**src/rtl/djc_pkg.sv**
```systemverilog
// Shared types, constants and the jet ramp function for depth_to_jet_colour.
// No dependencies; the RTL files refer to this package by scoped names, the benches import it.
package djc_pkg;

    localparam int DEPTH_W       = 16;
    localparam int CHAN_W        = 8;
    localparam int IDX_W         = 10;
    localparam int POS_W         = 11;
    // 1023 * 65535 fits in 26 bits
    localparam int REM_W         = DEPTH_W + IDX_W;
    localparam int CFG_ADDR_W    = 2;
    localparam int CFG_DATA_W    = 16;
    localparam int QUEUE_DEPTH_D = 4;

    localparam logic [DEPTH_W-1:0] FULL_SCALE = 16'hFFFF;
    localparam logic [POS_W-1:0]   RAMP_OFS   = 11'd128;
    localparam logic [CHAN_W-1:0]  CHAN_MAX   = 8'hFF;

    typedef enum logic [CFG_ADDR_W-1:0] {
        REG_WINDOW_MODE = 2'd0,
        REG_WINDOW_LOW  = 2'd1,
        REG_WINDOW_HIGH = 2'd2,
        REG_UNUSED      = 2'd3
    } cfg_reg_t;

    // Division job: index = floor(1023 * num / den), num <= den, den != 0
    typedef struct packed {
        logic [DEPTH_W-1:0] num;
        logic [DEPTH_W-1:0] den;
    } div_job_t;

    typedef struct packed {
        logic [CHAN_W-1:0] red;
        logic [CHAN_W-1:0] green;
        logic [CHAN_W-1:0] blue;
    } rgb_t;

    // Piecewise-linear jet ramp at position index + 128 (five 256-step segments)
    function automatic rgb_t jet_ramp(input logic [IDX_W-1:0] idx);
        logic [POS_W-1:0]  pos;
        logic [CHAN_W-1:0] seg;
        rgb_t              c;
        pos = {1'b0, idx} + RAMP_OFS;
        seg = pos[CHAN_W-1:0];
        c   = '0;
        case (pos[POS_W-1:CHAN_W])
            3'd0: begin
                c.blue = seg;
            end
            3'd1: begin
                c.blue  = CHAN_MAX;
                c.green = seg;
            end
            3'd2: begin
                c.blue  = CHAN_MAX - seg;
                c.green = CHAN_MAX;
                c.red   = seg;
            end
            3'd3: begin
                c.green = CHAN_MAX - seg;
                c.red   = CHAN_MAX;
            end
            3'd4: begin
                c.red = CHAN_MAX - seg;
            end
            default: begin
                c = '0;
            end
        endcase
        return c;
    endfunction

endpackage

```
**src/rtl/depth_to_jet_colour.sv**
```systemverilog
// Top level of depth_to_jet_colour: depth pixel stream in, jet colour out.
// Instantiates djc_front, djc_queue and djc_back; uses djc_pkg.
//
// Usage:
//   s_ channel carries one 16-bit depth pixel per transaction; m_ channel
//   returns one blue/green/red triple per transaction, in input order.
//   cfg_wr_en/cfg_addr/cfg_wdata write window_mode (0), window_low (1) and
//   window_high (2); other addresses are dropped. Write only while idle.
// Throughput: one pixel per clock, sustained, as long as m_tready stays high.
// Pipeline: an input transaction reaches m_tvalid with an empty queue through
//   the input stage, queue, product stage, ten divider stages and output register.
//   The ten-stage divider yields one quotient bit per stage.
// Stall: when m_tready is low while m_tvalid is high, the back pipeline and output
//   register hold; the queue fills, then the front stage holds and s_tready falls.
// Reset: aresetn (synchronous, active low) empties the pipeline and queue and
//   restores full-range mode with window 0..65535.
module depth_to_jet_colour #(
    parameter int QUEUE_DEPTH = djc_pkg::QUEUE_DEPTH_D
) (
    input  logic                              aclk,
    input  logic                              aresetn,
    // configuration write port
    input  logic                              cfg_wr_en,
    input  logic [djc_pkg::CFG_ADDR_W-1:0]    cfg_addr,
    input  logic [djc_pkg::CFG_DATA_W-1:0]    cfg_wdata,
    // depth input
    input  logic                              s_tvalid,
    output logic                              s_tready,
    input  logic [djc_pkg::DEPTH_W-1:0]       s_tdata,   // [15:0] depth
    // colour output
    output logic                              m_tvalid,
    input  logic                              m_tready,
    output logic [3*djc_pkg::CHAN_W-1:0]      m_tdata    // [7:0] blue, [15:8] green, [23:16] red
);

    logic              fq_valid;
    logic              fq_ready;
    djc_pkg::div_job_t fq_job;
    logic              qb_valid;
    logic              qb_ready;
    djc_pkg::div_job_t qb_job;

    // Classify each pixel into a division job
    djc_front u_front (
        .aclk      (aclk),
        .aresetn   (aresetn),
        .cfg_wr_en (cfg_wr_en),
        .cfg_addr  (cfg_addr),
        .cfg_wdata (cfg_wdata),
        .s_tvalid  (s_tvalid),
        .s_tready  (s_tready),
        .s_tdata   (s_tdata),
        .job_valid (fq_valid),
        .job_ready (fq_ready),
        .job       (fq_job)
    );

    // Decouple front from the stall-all back pipeline
    djc_queue #(
        .QUEUE_DEPTH (QUEUE_DEPTH)
    ) u_queue (
        .aclk       (aclk),
        .aresetn    (aresetn),
        .push_valid (fq_valid),
        .push_ready (fq_ready),
        .push_job   (fq_job),
        .pop_valid  (qb_valid),
        .pop_ready  (qb_ready),
        .pop_job    (qb_job)
    );

    // Divide, look up the ramp and present the result
    djc_back u_back (
        .aclk      (aclk),
        .aresetn   (aresetn),
        .job_valid (qb_valid),
        .job_ready (qb_ready),
        .job       (qb_job),
        .m_tvalid  (m_tvalid),
        .m_tready  (m_tready),
        .m_tdata   (m_tdata)
    );

endmodule

```
**src/rtl/djc_front.sv**
```systemverilog
// Front end of depth_to_jet_colour: configuration registers, input stage and
// classification of each depth sample into a division job. Uses djc_pkg.
module djc_front (
    input  logic                                aclk,
    input  logic                                aresetn,
    input  logic                                cfg_wr_en,
    input  logic [djc_pkg::CFG_ADDR_W-1:0]      cfg_addr,
    input  logic [djc_pkg::CFG_DATA_W-1:0]      cfg_wdata,
    input  logic                                s_tvalid,
    output logic                                s_tready,
    input  logic [djc_pkg::DEPTH_W-1:0]         s_tdata,
    output logic                                job_valid,
    input  logic                                job_ready,
    output djc_pkg::div_job_t                   job
);

    logic                          mode_reg;
    logic [djc_pkg::DEPTH_W-1:0]   low_reg;
    logic [djc_pkg::DEPTH_W-1:0]   high_reg;
    logic                          valid_reg;
    logic                          valid_next;
    djc_pkg::div_job_t             job_reg;
    djc_pkg::div_job_t             job_next;
    logic [djc_pkg::DEPTH_W-1:0]   clamped;
    logic                          take;

    always_ff @(posedge aclk) begin
        if (!aresetn) begin
            mode_reg <= 1'b0;
            low_reg  <= '0;
            high_reg <= djc_pkg::FULL_SCALE;
        end else if (cfg_wr_en) begin
            case (djc_pkg::cfg_reg_t'(cfg_addr))
                djc_pkg::REG_WINDOW_MODE: mode_reg <= cfg_wdata[0];
                djc_pkg::REG_WINDOW_LOW:  low_reg  <= cfg_wdata[djc_pkg::DEPTH_W-1:0];
                djc_pkg::REG_WINDOW_HIGH: high_reg <= cfg_wdata[djc_pkg::DEPTH_W-1:0];
                default: ;
            endcase
        end
    end

    // Empty window gives 0/1 and inverted window 1/1, so the divider
    // yields 0 and 1023 without a separate path.
    always_comb begin
        clamped = s_tdata;
        if (s_tdata < low_reg) begin
            clamped = low_reg;
        end else if (s_tdata > high_reg) begin
            clamped = high_reg;
        end
        if (!mode_reg) begin
            job_next.num = s_tdata;
            job_next.den = djc_pkg::FULL_SCALE;
        end else if (high_reg == low_reg) begin
            job_next.num = '0;
            job_next.den = djc_pkg::DEPTH_W'(1);
        end else if (high_reg < low_reg) begin
            job_next.num = djc_pkg::DEPTH_W'(1);
            job_next.den = djc_pkg::DEPTH_W'(1);
        end else begin
            job_next.num = clamped - low_reg;
            job_next.den = high_reg - low_reg;
        end
    end

    assign s_tready = !valid_reg || job_ready;
    assign take     = s_tvalid && s_tready;

    always_comb begin
        valid_next = valid_reg;
        if (take) begin
            valid_next = 1'b1;
        end else if (job_ready) begin
            valid_next = 1'b0;
        end
    end

    always_ff @(posedge aclk) begin
        if (!aresetn) begin
            valid_reg <= 1'b0;
        end else begin
            valid_reg <= valid_next;
        end
    end

    always_ff @(posedge aclk) begin
        if (take) begin
            job_reg <= job_next;
        end
    end

    assign job_valid = valid_reg;
    assign job       = job_reg;

endmodule

```
**src/rtl/djc_queue.sv**
```systemverilog
// Short FIFO of division jobs between front and back of depth_to_jet_colour.
// Uses djc_pkg for the job type.
module djc_queue #(
    parameter int QUEUE_DEPTH = djc_pkg::QUEUE_DEPTH_D
) (
    input  logic              aclk,
    input  logic              aresetn,
    input  logic              push_valid,
    output logic              push_ready,
    input  djc_pkg::div_job_t push_job,
    output logic              pop_valid,
    input  logic              pop_ready,
    output djc_pkg::div_job_t pop_job
);

    localparam int PTR_W = $clog2(QUEUE_DEPTH);
    localparam int CNT_W = $clog2(QUEUE_DEPTH + 1);

    djc_pkg::div_job_t  mem_reg [QUEUE_DEPTH];
    logic [PTR_W-1:0]   wr_ptr_reg;
    logic [PTR_W-1:0]   rd_ptr_reg;
    logic [CNT_W-1:0]   cnt_reg;
    logic [CNT_W-1:0]   cnt_next;
    logic               do_push;
    logic               do_pop;

    assign push_ready = cnt_reg != CNT_W'(QUEUE_DEPTH);
    assign pop_valid  = cnt_reg != '0;
    assign pop_job    = mem_reg[rd_ptr_reg];
    assign do_push    = push_valid && push_ready;
    assign do_pop     = pop_valid && pop_ready;

    always_comb begin
        cnt_next = cnt_reg;
        if (do_push && !do_pop) begin
            cnt_next = cnt_reg + 1'b1;
        end else if (do_pop && !do_push) begin
            cnt_next = cnt_reg - 1'b1;
        end
    end

    always_ff @(posedge aclk) begin
        if (!aresetn) begin
            wr_ptr_reg <= '0;
            rd_ptr_reg <= '0;
            cnt_reg    <= '0;
        end else begin
            cnt_reg <= cnt_next;
            if (do_push) begin
                wr_ptr_reg <= (wr_ptr_reg == PTR_W'(QUEUE_DEPTH - 1)) ? '0
                                                                      : wr_ptr_reg + 1'b1;
            end
            if (do_pop) begin
                rd_ptr_reg <= (rd_ptr_reg == PTR_W'(QUEUE_DEPTH - 1)) ? '0
                                                                      : rd_ptr_reg + 1'b1;
            end
        end
    end

    always_ff @(posedge aclk) begin
        if (do_push) begin
            mem_reg[wr_ptr_reg] <= push_job;
        end
    end

endmodule

```
**src/rtl/djc_back.sv**
```systemverilog
// Back end of depth_to_jet_colour: pipelined restoring divider (one quotient
// bit per stage), jet ramp and output register. Uses djc_pkg.
module djc_back (
    input  logic                             aclk,
    input  logic                             aresetn,
    input  logic                             job_valid,
    output logic                             job_ready,
    input  djc_pkg::div_job_t                job,
    output logic                             m_tvalid,
    input  logic                             m_tready,
    output logic [3*djc_pkg::CHAN_W-1:0]     m_tdata
);

    localparam int NDIV  = djc_pkg::IDX_W;
    localparam int REM_W = djc_pkg::REM_W;

    logic                          vld_reg [NDIV+1];
    logic [REM_W-1:0]              rem_reg [NDIV+1];
    logic [djc_pkg::DEPTH_W-1:0]   den_reg [NDIV+1];
    logic [djc_pkg::IDX_W-1:0]     quo_reg [NDIV+1];
    logic                          out_valid_reg;
    djc_pkg::rgb_t                 out_rgb_reg;
    logic                          adv;

    // Whole pipeline advances together when the output slot frees up
    assign adv       = !out_valid_reg || m_tready;
    assign job_ready = adv;

    always_ff @(posedge aclk) begin
        if (!aresetn) begin
            vld_reg[0] <= 1'b0;
        end else if (adv) begin
            vld_reg[0] <= job_valid;
        end
    end

    // 1023 * num as (num << 10) - num
    always_ff @(posedge aclk) begin
        if (adv) begin
            rem_reg[0] <= {job.num, {djc_pkg::IDX_W{1'b0}}} - REM_W'(job.num);
            den_reg[0] <= job.den;
            quo_reg[0] <= '0;
        end
    end

    for (genvar i = 0; i < NDIV; i++) begin : g_div
        localparam int SH = NDIV - 1 - i;
        logic [REM_W:0] trial;

        assign trial = {1'b0, rem_reg[i]} - ((REM_W + 1)'(den_reg[i]) << SH);

        always_ff @(posedge aclk) begin
            if (!aresetn) begin
                vld_reg[i+1] <= 1'b0;
            end else if (adv) begin
                vld_reg[i+1] <= vld_reg[i];
            end
        end

        always_ff @(posedge aclk) begin
            if (adv) begin
                rem_reg[i+1] <= trial[REM_W] ? rem_reg[i] : trial[REM_W-1:0];
                den_reg[i+1] <= den_reg[i];
                quo_reg[i+1] <= {quo_reg[i][djc_pkg::IDX_W-2:0], ~trial[REM_W]};
            end
        end
    end

    always_ff @(posedge aclk) begin
        if (!aresetn) begin
            out_valid_reg <= 1'b0;
        end else if (adv) begin
            out_valid_reg <= vld_reg[NDIV];
        end
    end

    always_ff @(posedge aclk) begin
        if (adv) begin
            out_rgb_reg <= djc_pkg::jet_ramp(quo_reg[NDIV]);
        end
    end

    assign m_tvalid = out_valid_reg;
    assign m_tdata  = out_rgb_reg;

endmodule

```
**config.mk**
```make
export PLATFORM = sky130hd
export DESIGN_NAME = depth_to_jet_colour
export DESIGN_NICKNAME = d
export VERILOG_FILES = /design/src/rtl/djc_pkg.sv /design/src/rtl/depth_to_jet_colour.sv /design/src/rtl/djc_front.sv /design/src/rtl/djc_queue.sv /design/src/rtl/djc_back.sv
export SDC_FILE = /design/constraint.sdc
export NUM_CORES = 1
export LEC_CHECK = 0
export BUFFER_PORTS_ARGS = -buffer_cell sky130_fd_sc_hd__buf_4
export CORE_MARGIN = 1
export CORE_UTILIZATION = 55
export CTS_CLUSTER_SIZE = 12
export DETAILED_ROUTE_END_ITERATION = 10
export PLACE_DENSITY = 0.83
export SETUP_SLACK_MARGIN = 0.1
export SYNTH_ARGS = -nofsm -noshare
export SYNTH_HDL_FRONTEND = slang
export SYNTH_SLANG_ARGS = --single-unit
```
**constraint.sdc**
```tcl
create_clock -name aclk -period 23.3 [get_ports aclk]
set_input_delay 2.33 -clock aclk [delete_from_list [all_inputs] [get_ports aclk]]
set_output_delay 2.33 -clock aclk [all_outputs]
set_load 0.02 [all_outputs]
```
==> results of run 1 <==
[metrics by stage]
stage / total power (W) / cells / utilization [%] / setup slack (ns)
floorplan: 0.00437 / 2949 / - / 5.87
global placement: 0.00488 / 3822 / 57.8 / 15.94
detailed placement: 0.00500 / 3822 / 57.8 / 15.78
CTS: 0.00612 / 3945 / 61.3 / 16.44
global route: 0.00654 / 3945 / 61.3 / 16.00
finish: 0.00610 / 3945 / 61.3 / 16.31
[layout make-up]
type	count	area (um^2)
sequential	714	21000
inverter	282	1070
fill	4763	24900
multi-input combinational	1886	13500
tap	855	1070
clock inverter	29	273
clock buffer	94	1950
timing repair buffer	85	638
[metal layers]
layer / vias up / routed length [um] / GRT usage, % / share of wire, %
met1: 10465 / 24000 / 20.0 / 37
li1: 10928 / - / - / -
met4: 0 / 3440 / 10.9 / 5.3
met2: 547 / 35400 / 38.5 / 54
met5: - / 0 / 0 / 0
met3: 205 / 2450 / 3.25 / 3.8
[cell usage after synthesis (45+ instances only)]
library cell    n  area [um^2]
nor3_1         47          235
nand2_1       246          923
dfxtp_1        45          901
nand2b_1       48          300
xor2_1         86          753
inv_1         279         1050
o21ai_0       205         1030
nor2_1        194          728
xnor2_1       114          998
ha_1          236         2950
clkbuf_1       52          195
a21oi_1       190          951
a21o_1         48          360
edfxtp_1      669        20100
[worst max-delay path: stages]
cell and delay [ns]:
buf_4 0.13, ha_1 0.28, nor2b_1 0.14, o211ai_1 0.11, a2111o_1 0.39, a31oi_2 0.93
o211ai_1 0.15, o21ai_0 0.17, ha_1 0.22, fa_1 0.21, nand2b_1 0.14, a21oi_1 0.09
o21a_1 0.18, o41ai_1 0.60, o21ai_0 0.30, or4_1 0.46, a31oi_1 0.21, xor2_1 0.16
o22ai_1 0.09
[final timing paths]
check / cells after the start / to / from
setup reg to reg: 19 / u_front.job[30] / u_front.high_reg[1]
setup / recovery: 19 / u_front.job[30] / s_tdata[1]
hold reg to reg: 0 / u_back.quo_reg[9][6] / u_back.quo_reg[8][5]
hold / removal: 0 / u_back.quo_reg[9][6] / u_back.quo_reg[8][5]
[cell families (layout without fill, tap and decap cells)]
logic type / after synthesis / in the layout / share of synthesized area, %
DFF: 714 / 714 / 58.8
adders and majority gates: 248 / 248 / 8.94
xor gates and xnor gates: 200 / 200 / 4.90
and+or+nand+nor: 713 / 713 / 9.33
buffers and inverters: 349 / 490 / 3.73
AOI/OAI and AO/OA: 661 / 661 / 11.3
muxes: 64 / 64 / 2.99
[power groups by stage]
stage	Clock (W)	Sequential, W	Combinational, W
after global placement	0	0.00237	0.00252
after detailed placement	0	0.00238	0.00262
after floorplan	0	0.00231	0.00206
after CTS	0.00111	0.00236	0.00265
final	0.00109	0.00236	0.00265
after global routing	0.00116	0.00241	0.00297
==> results.cfg, run 1 <==
[die]
die-area_mm2 = 0.0660
die_width_um = 257
rows = 93
start_util_pct = 55.5
io_pins = 65
die_h_um = 257
core-area_mm2 = 0.0643

[placement]
dp_hpwl_um = 46200
gp_congestion = 0.908
post_dp_cell_area_mm2 = 0.0372
io_buffers = 64

[cells_and_area]
drive_gt1_share_pct = 8.96
final_cell_mix = edfxtp_1 (669), inv_1 (278), nand2_1 (246)
final_common_cell = edfxtp_1
largest_reg_flops = 260
antenna-diode-count = 0
layout.nets = 3331
final_cell_area_mm2 = 0.0394
area_growth_pct = 10.4

[power]
power_frac_comb_pct = 43.4
swShare_pct = 36.0
power.net_switching_w = 0.00220
sequentialPowerShare_pct = 38.7
ir_worst_vdd_v = 0.0000864
p_int_w = 0.00390
leakage_nw = 15.7
clockPowerShare_pct = 17.9
power_density_mw_per_mm2 = 155

[global_route]
grt-ovfl-total = 0
grt_start_max_net_pins = 145
grt_use_total_pct = 19.9
antenna_found_initial = 0
grt_pass1_wl_um = 107000
first_global_vias = 22635

[yosys]
synthArstFlopShare_pct = 0
synth_flop_cell = edfxtp_1
syn_avg_cell_area_um2 = 12.1
syn-cell-area_mm2 = 0.0357
synth_cell_type_count = 77
synth_edf_count = 669
syn_nets = 3236
yosysWarnings = 0
synth-seq-area-share_pct = 58.8
ys_ff_latch = 714
syn_inst = 2949

[clock_network]
ctsHoldBuffers = 0
cts_buffers = 75
clkTransAtPathRegs_ns = 0.06
cts.path.max_buffers = 3
clock-root-buffer = clkbuf_16
ctsResizeCount = 0
cts_tree = done
cts_setup_buffers = 0
h-tree-depth = 3
insertion_delay_ns = 0.63
clock_sinks = 714

[detailed_routing]
wl_per_cell_um = 16.5
wl_um = 65300
avgViaCountPerCell = 5.61
drc_errors = 0
antenna_left = 0
drtIter0Drc = 1595
vias = 22145
drtPass1Iterations = 5

[timing]
slew_violations = 0
post-route-min-period_ns = 6.99
rsz0062_at_grt = no
worst_pin_slew_ns = 1.18
hold_viol_final = 0
timing.fmax_mhz = 143
worst_clock_skew_ns = 0.0297
slew_headroom_pct = 21.5
holdWs_ns = 0.411
setup_viol = 0
timing.setup.tns_ns = 0
period_share_pct = 30.0

[setup_path]
worstPathRequired_ns = 23.61
r2r_slack_ns = 17.61
crit_arrival_ns = 7.30
critPathLaunchType = input port
crit_path_end_kind = flip-flop
critPathMaxFanout = 30
crit_type = in -> reg

[run_status]
status = completed

[min_path]
hold_class = reg -> reg

[flow_run]
drv.max_cap_violation_count = 0
Power figures use the tool's default switching activity.
==> run 2: changes to the inputs <==
PLACE_DENSITY = 0.86   (was 0.83)
clock period = 5.9 ns   (was 23.3 ns; I/O delays follow)
==> run 2 against run 1 <==
Net effect:
- global-route usage is 0.30 points higher
- first-iteration DRC count is 20% higher
- non-clock buffer count is 2 higher
- clock skew is 0.0044 ns lower
- die area stayed put
- combinational power grew to 4.0 times the previous value
- worst setup slack worse by 15 ns
- power grew to 4.0 times the previous value
- sequential share of layout area hardly changed
- register-to-register slack worse by 17 ns
- routed wire length is 1.5% higher
- sequential cell count stayed put
==> results.cfg, run 2 (same netlist as run 1, synthesis figures left out) <==
[setup_path]
worstPathRequired_ns = 6.20
crit_path_end_kind = flip-flop
critPathLaunchType = flip-flop
critPathMaxFanout = 22
crit_type = reg -> reg
slowest_delay_ns = 0.65
path_cells = inv_1 -> ha_1 -> o21ai_0 -> a21oi_1 -> o21ai_0 -> a21oi_1 -> nor4_1 -> o22ai_2 -> o211ai_1 -> o21ai_0 -> ha_1 -> fa_1 -> nand2b_1 -> a21oi_1 -> o21a_1 -> o41ai_1 -> buf_4 -> o21ai_0 -> or4_1 -> a31oi_1 -> xor2_1 -> o22ai_1
crit_arrival_ns = 5.30
crit_top_cell = o21ai_0
crit_path_top_delay_cell = o22ai_2

[flow_run]
drv.max_cap_violation_count = 0

[power]
leakage_nw = 15.7
ir_worst_vdd_v = 0.000282
power_density_mw_per_mm2 = 614

[clock_network]
h-tree-depth = 3
cts_buffers = 74
ctsResizeCount = 0
clkTransAtPathRegs_ns = 0.06
cts_setup_buffers = 0
insertion_delay_ns = 0.61
ctsHoldBuffers = 0
clock_sinks = 714
cts_tree = done
cts.path.max_buffers = 3
clock-root-buffer = clkbuf_16

[global_route]
grt-ovfl-total = 0
grt_start_max_net_pins = 167
first_global_vias = 22865
grt_pass1_wl_um = 108000
grt_use_total_pct = 20.2
antenna_found_initial = 0

[die]
die-area_mm2 = 0.0660
start_util_pct = 55.5
rows = 93
io_pins = 65
die_width_um = 257
die_h_um = 257
core-area_mm2 = 0.0643

[cells_and_area]
final_common_cell = edfxtp_1
finalCoreUtilization_pct = 61.3
n_fill_cell = 4713
area_growth_pct = 10.5
layout.nets = 3332
drive_gt1_share_pct = 9.03
final_cell_area_mm2 = 0.0395
final_cell_mix = edfxtp_1 (669), inv_1 (278), nand2_1 (246)
largest_reg_flops = 260

[timing]
timing.setup.tns_ns = 0
worst_pin_slew_ns = 1.22
worst_clock_skew_ns = 0.0253
setup_viol = 0
period_share_pct = 84.8
slew_violations = 0
hold_viol_final = 0
post-route-min-period_ns = 5.00
slew_headroom_pct = 18.4
timing.fmax_mhz = 200
rsz0062_at_grt = no
holdWs_ns = 0.219

[detailed_routing]
wl_um = 66300
drc_errors = 0
vias = 22422
avgViaCountPerCell = 5.68
wl_per_cell_um = 16.8
drtPass1Iterations = 5
drtIter0Drc = 1918
antenna_left = 0

[run_status]
status = completed

[min_path]
hold_class = in -> reg

[placement]
gp_congestion = 0.896
post_dp_cell_area_mm2 = 0.0372
dp_hpwl_um = 46200
io_buffers = 64
-- run 2: cell types whose count changed in the layout (fill, tap and decap cells not counted), moves of 2 or more --
cell / before / now
clkbuf_1: 19 / 26
clkinv_2: 4 / 7
clkinvlp_4: 2 / 0
clkinv_8: 5 / 0
clkinv_1: 14 / 5
clkbuf_16: 75 / 80
-- run 2: power by group --
group	internal (W)	total, W	switching (W)
Sequential	0.00835	0.00938	0.00103
Clock	0.00255	0.00435	0.00180
Combinational	0.00465	0.0105	0.00587
Total	0.0155	0.0242	0.00870
-- run 2: final cells by class --
cell class                 count  area [um^2]  area share (%)
sequential                   714        21000            53.2
multi-input combinational   1886        13500            34.1
clock buffer                 106         2100            5.32
tap                          855         1070            2.71
inverter                     282         1070            2.70
timing repair buffer          87          666            1.69
clock inverter                15          125           0.317
antenna                        1         2.50         0.00634
-- run 2: routing by layer --
layer,vias up,GRT usage (%),part of all wire [%]
met3,196,3.12,3.5
met2,578,38.9,54
li1,10939,-,-
met1,10709,20.5,37
met4,0,11.3,5.0
met5,-,0,0
-- run 2: path summary, 6_finish.rpt --
kind | from | end | slack (ns) | cells after the start
max reg2reg | u_front.low_reg[1] | u_front.job[30] | 0.90 | 22
min | cfg_wdata[2] | u_front.high_reg[2] | 0.22 | 3
min reg2reg | u_back.rem_reg[8][0] | u_back.rem_reg[9][0] | 0.40 | 0
max | u_front.low_reg[1] | u_front.job[30] | 0.90 | 22
-- run 2: critical path, delay by kind of cell (launching register included) --
family | cells | cell delay [ns]
buf+inv | 2 | 0.33
xor+xnor | 1 | 0.16
fa+ha+maj | 3 | 0.70
simple gates | 3 | 0.65
compound gates | 13 | 2.44
flops | 1 | 0.40
-- run 2: per-stage QoR --
stage                     cells  setup WS [ns]  power [W]
final                      3946          0.898     0.0242
after detailed placement   3824          0.731     0.0198
after floorplan            2949          0.978     0.0172
after global placement     3824          0.712     0.0192
after CTS                  3945          0.903     0.0243
after global routing       3945          0.359     0.0259
==> run 3: changes to the inputs <==
PLACE_DENSITY = 0.83   (was 0.86)
clock period = 4.65 ns   (was 5.9 ns; I/O delays follow)
==> run 3 against run 2 <==
Net effect:
- design area rose by 1.1%
- cell count up 0.99%
- utilization grew 0.69 points
- via count up 0.63%
- combinational power is 30% higher
- sequential power grew 27%
- first-iteration DRC count down 17%
- maximum frequency up 12%
- worst setup slack got worse by 0.70 ns
- largest cell class unchanged
- largest power group unchanged
==> results.cfg, run 3 (same netlist as run 1, synthesis figures left out) <==
[run_status]
status = completed

[cells_and_area]
final_common_cell = edfxtp_1
final_cell_area_mm2 = 0.0399
largest_reg_flops = 260
layout.nets = 3369
antenna-diode-count = 0
final_cell_mix = edfxtp_1 (669), inv_1 (278), nand2_1 (246)
area_growth_pct = 11.7
drive_gt1_share_pct = 10.9
finalCoreUtilization_pct = 62.0

[clock_network]
cts_buffers = 76
cts.path.max_buffers = 3
cts_tree = done
clock_sinks = 714
clock-root-buffer = clkbuf_16
insertion_delay_ns = 0.63
clkTransAtPathRegs_ns = 0.06
h-tree-depth = 3

[detailed_routing]
drtIter0Drc = 1591
wl_um = 68700
antenna_left = 0
drtPass1Iterations = 5
wl_per_cell_um = 17.2
drc_errors = 0
vias = 22563
avgViaCountPerCell = 5.66

[setup_path]
crit_type = reg -> reg
worstPathRequired_ns = 4.98
critPathLaunchType = flip-flop
crit_arrival_ns = 4.78
crit_family = compound AO/OA/AOI/OAI gates
path_cells = inv_1 -> ha_4 -> nor2b_2 -> o211ai_1 -> a2111o_1 -> a31oi_4 -> buf_6 -> o211ai_1 -> o21ai_1 -> ha_2 -> fa_2 -> nand2b_4 -> a21oi_1 -> o21a_1 -> o41ai_4 -> o21ai_1 -> or4_1 -> a31oi_1 -> xor2_1 -> o22ai_1
critPathMaxFanout = 5
path_buf_inv = 2
crit_path_end_kind = flip-flop
slowest_delay_ns = 0.47
crit_path_top_delay_cell = a2111o_1

[global_route]
grt_start_max_net_pins = 90
grt_pass1_wl_um = 112000
first_global_vias = 23118
antenna_found_initial = 0
grt-ovfl-total = 0
grt_use_total_pct = 21.0

[timing]
worst_pin_slew_ns = 1.17
slew_headroom_pct = 22.2
slew_violations = 0
worst_clock_skew_ns = 0.0343
hold_viol_final = 0
worst_slack_ns = 0.197
setup_viol = 0
holdWs_ns = 0.0698
timing.fmax_mhz = 225
rsz0062_at_grt = yes
period_share_pct = 95.8
post-route-min-period_ns = 4.45

[die]
die_h_um = 257
rows = 93
die_width_um = 257
start_util_pct = 55.5
io_pins = 65
core-area_mm2 = 0.0643
die-area_mm2 = 0.0660

[placement]
post_dp_cell_area_mm2 = 0.0375
gp_congestion = 0.906
place_ws_ns = -0.00106
dp_hpwl_um = 48800
io_buffers = 64

[power]
ir_worst_vdd_v = 0.000312
leakage_nw = 15.9
fin_total_pwr_w = 0.0310
power_density_mw_per_mm2 = 778

[flow_run]
drv.max_cap_violation_count = 0

[min_path]
hold_class = in -> reg
==> run 3: final cells by class <==
type / instances / area (um^2)
inverter: 282 / 1070
sequential: 714 / 21000
tap: 855 / 1070
clock inverter: 33 / 283
clock buffer: 93 / 2000
timing repair buffer: 122 / 923
multi-input combinational: 1886 / 13600
fill: 4747 / 24400
==> run 3: per-layer routing <==
| layer | global-route usage (%) | share of wire [%] |
|---|---|---|
| met5 | 0 | 0 |
| met4 | 11.3 | 4.9 |
| met3 | 3.36 | 3.5 |
| met2 | 41.0 | 55 |
| met1 | 21.1 | 37 |
==> run 3: worst register-to-register path: cells and delay by family, from the launching register on <==
| kind | cells | cell delay, ns |
|---|---|---|
| AO/OA/AOI/OAI | 11 | 2.08 |
| XOR/XNOR | 1 | 0.17 |
| adder cells (fa/ha/maj) | 3 | 0.68 |
| buffers and inverters | 2 | 0.22 |
| flip-flops | 1 | 0.35 |
| AND/OR/NAND/NOR | 3 | 0.66 |
==> run 3: metrics by stage <==
| stage | setup TNS, ns | std cells |
|---|---|---|
| 4_1_cts | 0 | 3981 |
| 2_1_floorplan | 0 | 2949 |
| 5_1_grt | -0.207 | 3985 |
| 3_3_place_gp | 0 | 3855 |
| 3_5_place_dp | -0.00135 | 3855 |
| 6_report | 0 | 3985 |
==> run 3: path summary, 6_finish.rpt <==
check,start,endpoint,slack [ns],cells after the start
setup / recovery,u_front.high_reg[1],u_front.job[30],0.20,20
setup reg to reg,u_front.high_reg[1],u_front.job[30],0.20,20
hold / removal,cfg_wdata[2],u_front.high_reg[2],0.07,3
hold reg to reg,u_back.rem_reg[2][2],u_back.rem_reg[3][2],0.41,0
==> run 3: power by group <==
group / switching (W) / internal, W / leakage [nW]
Combinational: 0.00755 / 0.00600 / 7.83
Clock: 0.00243 / 0.00317 / 1.11
Sequential: 0.00130 / 0.0106 / 6.97
Total: 0.0113 / 0.0198 / 15.9
==> run 3: timing repair <==
item | CTS | global route
pin swaps | 0 | 12
hold buffers | 0 | 0
resized for setup | 1 | 29
buffers inserted | 0 | 3
cloned | 0 | 1
endpoints found under the setup margin | 1 | 5
